--- src/rtl/core/lsc_dist.sv ---
// ----------------------------------------------------------------------------
// lsc_dist
// Registered minimum squared endpoint distance between two segments.
// ----------------------------------------------------------------------------
module lsc_dist #(
  parameter int unsigned COORD_BITS = 10
) (
  input  logic                      clk_i,
  input  logic [4*COORD_BITS-1:0]   a_i,
  input  logic [4*COORD_BITS-1:0]   b_i,
  output logic [2*COORD_BITS:0]     dist_o
);

  localparam int unsigned C = COORD_BITS;
  localparam int unsigned DW = 2*C + 1;

  logic [C-1:0] ax [2];
  logic [C-1:0] ay [2];
  logic [C-1:0] bx [2];
  logic [C-1:0] by [2];
  logic [DW-1:0] sq_q [4];
  logic [DW-1:0] m01, m23;

  function automatic logic [2*C-1:0] sqd(input logic [C-1:0] p, input logic [C-1:0] q);
    logic [C-1:0] d;
    d = (p > q) ? p - q : q - p;
    return d * d;
  endfunction

  // segment packing: {ey, ex, sy, sx}
  always_comb begin
    ax[0] = a_i[C-1:0];   ay[0] = a_i[2*C-1:C];
    ax[1] = a_i[3*C-1:2*C]; ay[1] = a_i[4*C-1:3*C];
    bx[0] = b_i[C-1:0];   by[0] = b_i[2*C-1:C];
    bx[1] = b_i[3*C-1:2*C]; by[1] = b_i[4*C-1:3*C];
  end

  always_ff @(posedge clk_i) begin
    for (int k = 0; k < 4; k++) begin
      sq_q[k] <= DW'(sqd(ax[k/2], bx[k%2])) + DW'(sqd(ay[k/2], by[k%2]));
    end
  end

  assign m01 = (sq_q[1] < sq_q[0]) ? sq_q[1] : sq_q[0];
  assign m23 = (sq_q[3] < sq_q[2]) ? sq_q[3] : sq_q[2];
  assign dist_o = (m23 < m01) ? m23 : m01;

endmodule

--- config.mk ---
export PLATFORM = sky130hd
export DESIGN_NAME = lsc_dist
export DESIGN_NICKNAME = d
export VERILOG_FILES = /design/src/rtl/core/lsc_dist.sv
export SDC_FILE = /design/constraint.sdc
export NUM_CORES = 2
export LEC_CHECK = 0
export BUFFER_PORTS_ARGS = -buffer_cell sky130_fd_sc_hd__buf_2
export CAP_MARGIN = 20
export CORE_MARGIN = 2
export CORE_UTILIZATION = 25
export CTS_CLUSTER_SIZE = 24
export DETAILED_ROUTE_END_ITERATION = 7
export GPL_ROUTABILITY_DRIVEN = 0
export MAX_ROUTING_LAYER = met4
export PLACE_DENSITY = 0.42
export SLEW_MARGIN = 20
export SYNTH_ARGS = -nofsm -noshare
export SYNTH_HDL_FRONTEND = slang
export SYNTH_SLANG_ARGS = --single-unit
--- constraint.sdc ---
create_clock -name clk_i -period 13.2 [get_ports clk_i]
set_input_delay 0.66 -clock clk_i [delete_from_list [all_inputs] [get_ports clk_i]]
set_output_delay 0.66 -clock clk_i [all_outputs]
set_load 0.01 [all_outputs]
# After elaboration in Yosys (flattened, before gate mapping)
# Memories as Yosys holds them, arrays and structs flattened.
# Cells that the tools add are included.
# op_classes
addsub	20
n_mul	8
order_cmp	11
mux	11
# op_table
operator	count
$mul A10 B10 Y20	8
$sub A10 B10 Y10	16
$add A20 B20 Y21	4
$gt A10 B10 Y1	8
$mux W10	8
$lt A21 B21 Y1	3
$mux W21	3
# totals
ff_bits	0
mem_count	1
ram_bits	84
inputBits	81
# mem_list
memory	depth	word_bits	rd	rd_ports_with_merged_regs	write_ports	line_no	rtl
sq_q	4	21	4	0	4	21	logic [DW-1:0] sq_q [4];

# Logic depth before layout (Yosys ltp)
# logic_depth
depth_word	4
ltp_mapped	37
depth_no_buf	35

# Least setup slack after synthesis
# No wires, ideal clock.
# synth_path
path_kind	input-to-reg
startpoint	input a_i[20]
endpoint	memory sq_q[3][18] (netlist bit)
arrival_time_ps	8677
path_buffers	1
path_stages	33
setup_slack_ps	4451
cell_sequence	inv_1 > ha_1 > inv_1 > fa_1 > a21o_1 > a221o_1 > o41ai_2 > o31ai_2 > buf_6 > a221oi_1 > o21a_2 > xnor2_4 > inv_2 > nor2_1 > fa_1 > fa_1 > inv_1 > fa_1 > inv_1 > fa_1 > fa_1 > fa_1 > inv_1 > fa_1 > inv_1 > ha_1 > and3_1 > a31o_2 > o41ai_1 > o21bai_1 > o21a_1 > nor2_1 > xnor2_1
# synth_lines
item	line_no	rtl
start: declaration	9	input logic [4*COORD_BITS-1:0] a_i,
end: declaration	21	

==> summary.md <==
| Metric | Value |
|---|---|
| Status | `complete, no violations` |
| Max H-tree Level | `3` |
| Achievable Freq | `102 MHz` |
| Max reg flops | `84` |
| Crit path DAT | `10.13 ns` |
| Max clock buf depth | `2` |
| Port Buffer Count | `101` |
| Net Count, Synth | `4,871` |
| Async SR Flop Fraction | `0` |
| Hold_buf cts | `0` |
| Setup crit start | `a_i[30]` |
| WL per Instance | `18.2 microns` |
| Slowest stage delay, CP | `0.76 ns` |
| Finished Layout Cells | `5,567` |
| Hold Vio Cnt, Final | `0` |
| Slew Limit Fails | `0` |
| Sequential fraction of the synthesis area | `0.0510` |
| Synth Cell Area | `33,000 sq um` |
| Family with the most delay on the worst path | `adder cells` |
| Footprint of the multi-input gates | `27,700 sq um` |
| Initial antenna violation count | `26` |
| Rows | `133` |
| Primary FF master, synth | `dfxtp_1` |
| Critical Path Sink | `sq_q[3][18]` |
| Fin nets | `4,960` |
| WP data required | `13.49 ns` |
| Syn avg cell area | `8.91 sq um` |
| Commonest cells after routing, fill and taps aside | `882 x inv_1, 550 x ha_1, 539 x fa_1` |
| Vias/cell | `4.36` |
| TritonCTS sink count | `84` |
| Commonest non-fill, non-tap cell in the layout | `inv_1` |
| Worst setup path class | `in -> reg` |
| Post-placement cell area | `35,700 sq um` |
| Fin crit share | `0.745` |
| Die area | `135,000 sq um` |
| Mapped Cells | `3,701` |
| Area of the core | `131,000 sq um` |
| Post-CTS Setup Bufs | `0` |
| Gr usage total | `0.156` |
| Final Core Density | `0.275` |
| Yosys cell types | `98` |
| Root Buffer | `clkbuf_16` |
| DRT iter0 DRCs | `1,072` |
| Sequential Area | `1680 sq um` |
| First-pass GRT wire length | `156,000 microns` |
| Critical path buffer and inverter count | `8` |
| DRC | `0` |
| DRT antenna net count | `0` |
| CTS tree | `yes` |
| CP max-delay cell | `o41ai_1` |
| Post-cts resize count | `0` |
| TNS Setup | `0 ns` |
| Placed wire-length estimate | `91,200 microns` |
| DR vias | `24,268` |
| Stages on the worst setup path | `35` |
| Die H | `367 microns` |
| Initial core utilization | `0.251` |
| Design area | `36,000 sq um` |
| Layout filler cell count | `14,372` |
| Most used cell, CP | `fa_1` |
| Seq cells post-synth | `84` |
| Setup crit end kind | `flip-flop` |
| CTS clk-pin slew, worst paths | `0.07 ns` |
| Max FO, Critical Path | `13` |
| Largest regs | `sq_q: 84 flops` |
| DP Cell Count | `5,534` |
| Share of layout cells above drive strength 1 | `0.0749` |
| Post-synth EDFFs | `0` |
| Vias in the first global route | `25,549` |
| Routed wire length | `101,000 microns` |
| Startpoint types | `input port` |
| YS warnings | `0` |
| Die width | `367 microns` |
| I/O pin total | `102` |
| Biggest register | `sq_q` |
| Min-Delay Path Class | `in -> reg` |
| RSZ-0062 raised after global routing | `no` |
| Max-slew headroom | `0.339` |
| Tmin final | `9.84 ns` |
| Largest net degree at the start of global routing | `21` |
| CTS buffer count | `9` |
| Layout area overhead | `9.25%` |
| DR pass1 iterations | `5` |
| Max-cap violations | `0` |
| Total gr overflow | `0` |
| Final Setup Violations | `0` |
| Worst Tran Pin Value | `0.985 ns` |
cell families (layout without fill, tap and decap cells):
| kind of cell | after synthesis | after routing | synth area share |
|---|---|---|---|
| xor gates and xnor gates | 174 | 174 | 0.0521 |
| and+or+nand+nor | 815 | 815 | 0.118 |
| buffers and inverters | 957 | 1050 | 0.112 |
| DFF | 84 | 84 | 0.0510 |
| muxes | 127 | 127 | 0.0397 |
| AOI/OAI and AO/OA | 455 | 455 | 0.0918 |
| adders and majority gates | 1089 | 1089 | 0.536 |
| other | 0 | 18 | 0 |
final cells by class:
type / instances / area share
diodes: 18 / 0.00125
clock buffers: 9 / 0.00625
multi-input cells: 2660 / 0.768
inverters: 891 / 0.0928
repair buffers: 144 / 0.0230
clock inverters: 6 / 0.00132
flip-flops and latches: 84 / 0.0467
well taps: 1755 / 0.0610
stage by stage:
stage	hold WS, ns	setup WS [ns]
finish	1.15	3.36
global route	1.20	2.73
CTS	1.14	3.28
detailed placement	1.53	2.92
global placement	1.51	2.91
floorplan	1.19	4.45
per-layer routing:
layer,part of all wire,GRT usage,vias to the layer above
met4,0.0081,0.0169,0
met5,0,-,-
met2,0.45,0.246,392
met3,0.038,0.0164,30
li1,-,-,11830
met1,0.50,0.221,12016
worst min-delay path, cell delays in order:
cell and delay [ns]:
buf_2 0.15, fa_1 0.18, mux2i_1 0.07, buf_4 0.18
nor2_1 0.11, ha_1 0.12
worst min-delay path by stage:
stage / slack [ns] / startpoint / cells past startpoint / end
6_report: 1.15 / a_i[1] / 6 / sq_q[0][2]
2_1_floorplan: 1.19 / b_i[21] / 4 / sq_q[3][2]
3_5_place_dp: 1.53 / a_i[1] / 6 / sq_q[0][2]
5_1_grt: 1.20 / a_i[1] / 6 / sq_q[0][2]
3_3_place_gp: 1.51 / sq_q[3][2] / 3 / dist_o[2]
4_1_cts: 1.14 / a_i[1] / 6 / sq_q[0][2]
cells in the mapped netlist (16+ instances only):
| cell | number | area share |
|---|---|---|
| mux2i_1 | 108 | 0.033 |
| ha_1 | 550 | 0.21 |
| fa_1 | 539 | 0.33 |
| nand4_1 | 23 | 0.0044 |
| or2_1 | 18 | 0.0034 |
| o21bai_1 | 20 | 0.0046 |
| clkbuf_1 | 23 | 0.0026 |
| o21a_1 | 22 | 0.0050 |
| xnor2_1 | 110 | 0.029 |
| nor3_1 | 50 | 0.0076 |
| a21oi_1 | 125 | 0.019 |
| nand2b_1 | 81 | 0.015 |
| or2_2 | 29 | 0.0055 |
| a21o_1 | 66 | 0.015 |
| nand3_1 | 33 | 0.0050 |
| dfxtp_1 | 84 | 0.051 |
| xor2_1 | 44 | 0.012 |
| o21ai_0 | 78 | 0.012 |
| mux2_2 | 16 | 0.0055 |
| nor2b_1 | 33 | 0.0063 |
| nor2_1 | 342 | 0.039 |
| inv_1 | 882 | 0.10 |
| nand2_1 | 129 | 0.015 |
| buf_2 | 30 | 0.0046 |
Power is left out: the tool's default activity adds up to more than one toggle a clock period on the data nets, which glitch-free logic cannot reach.
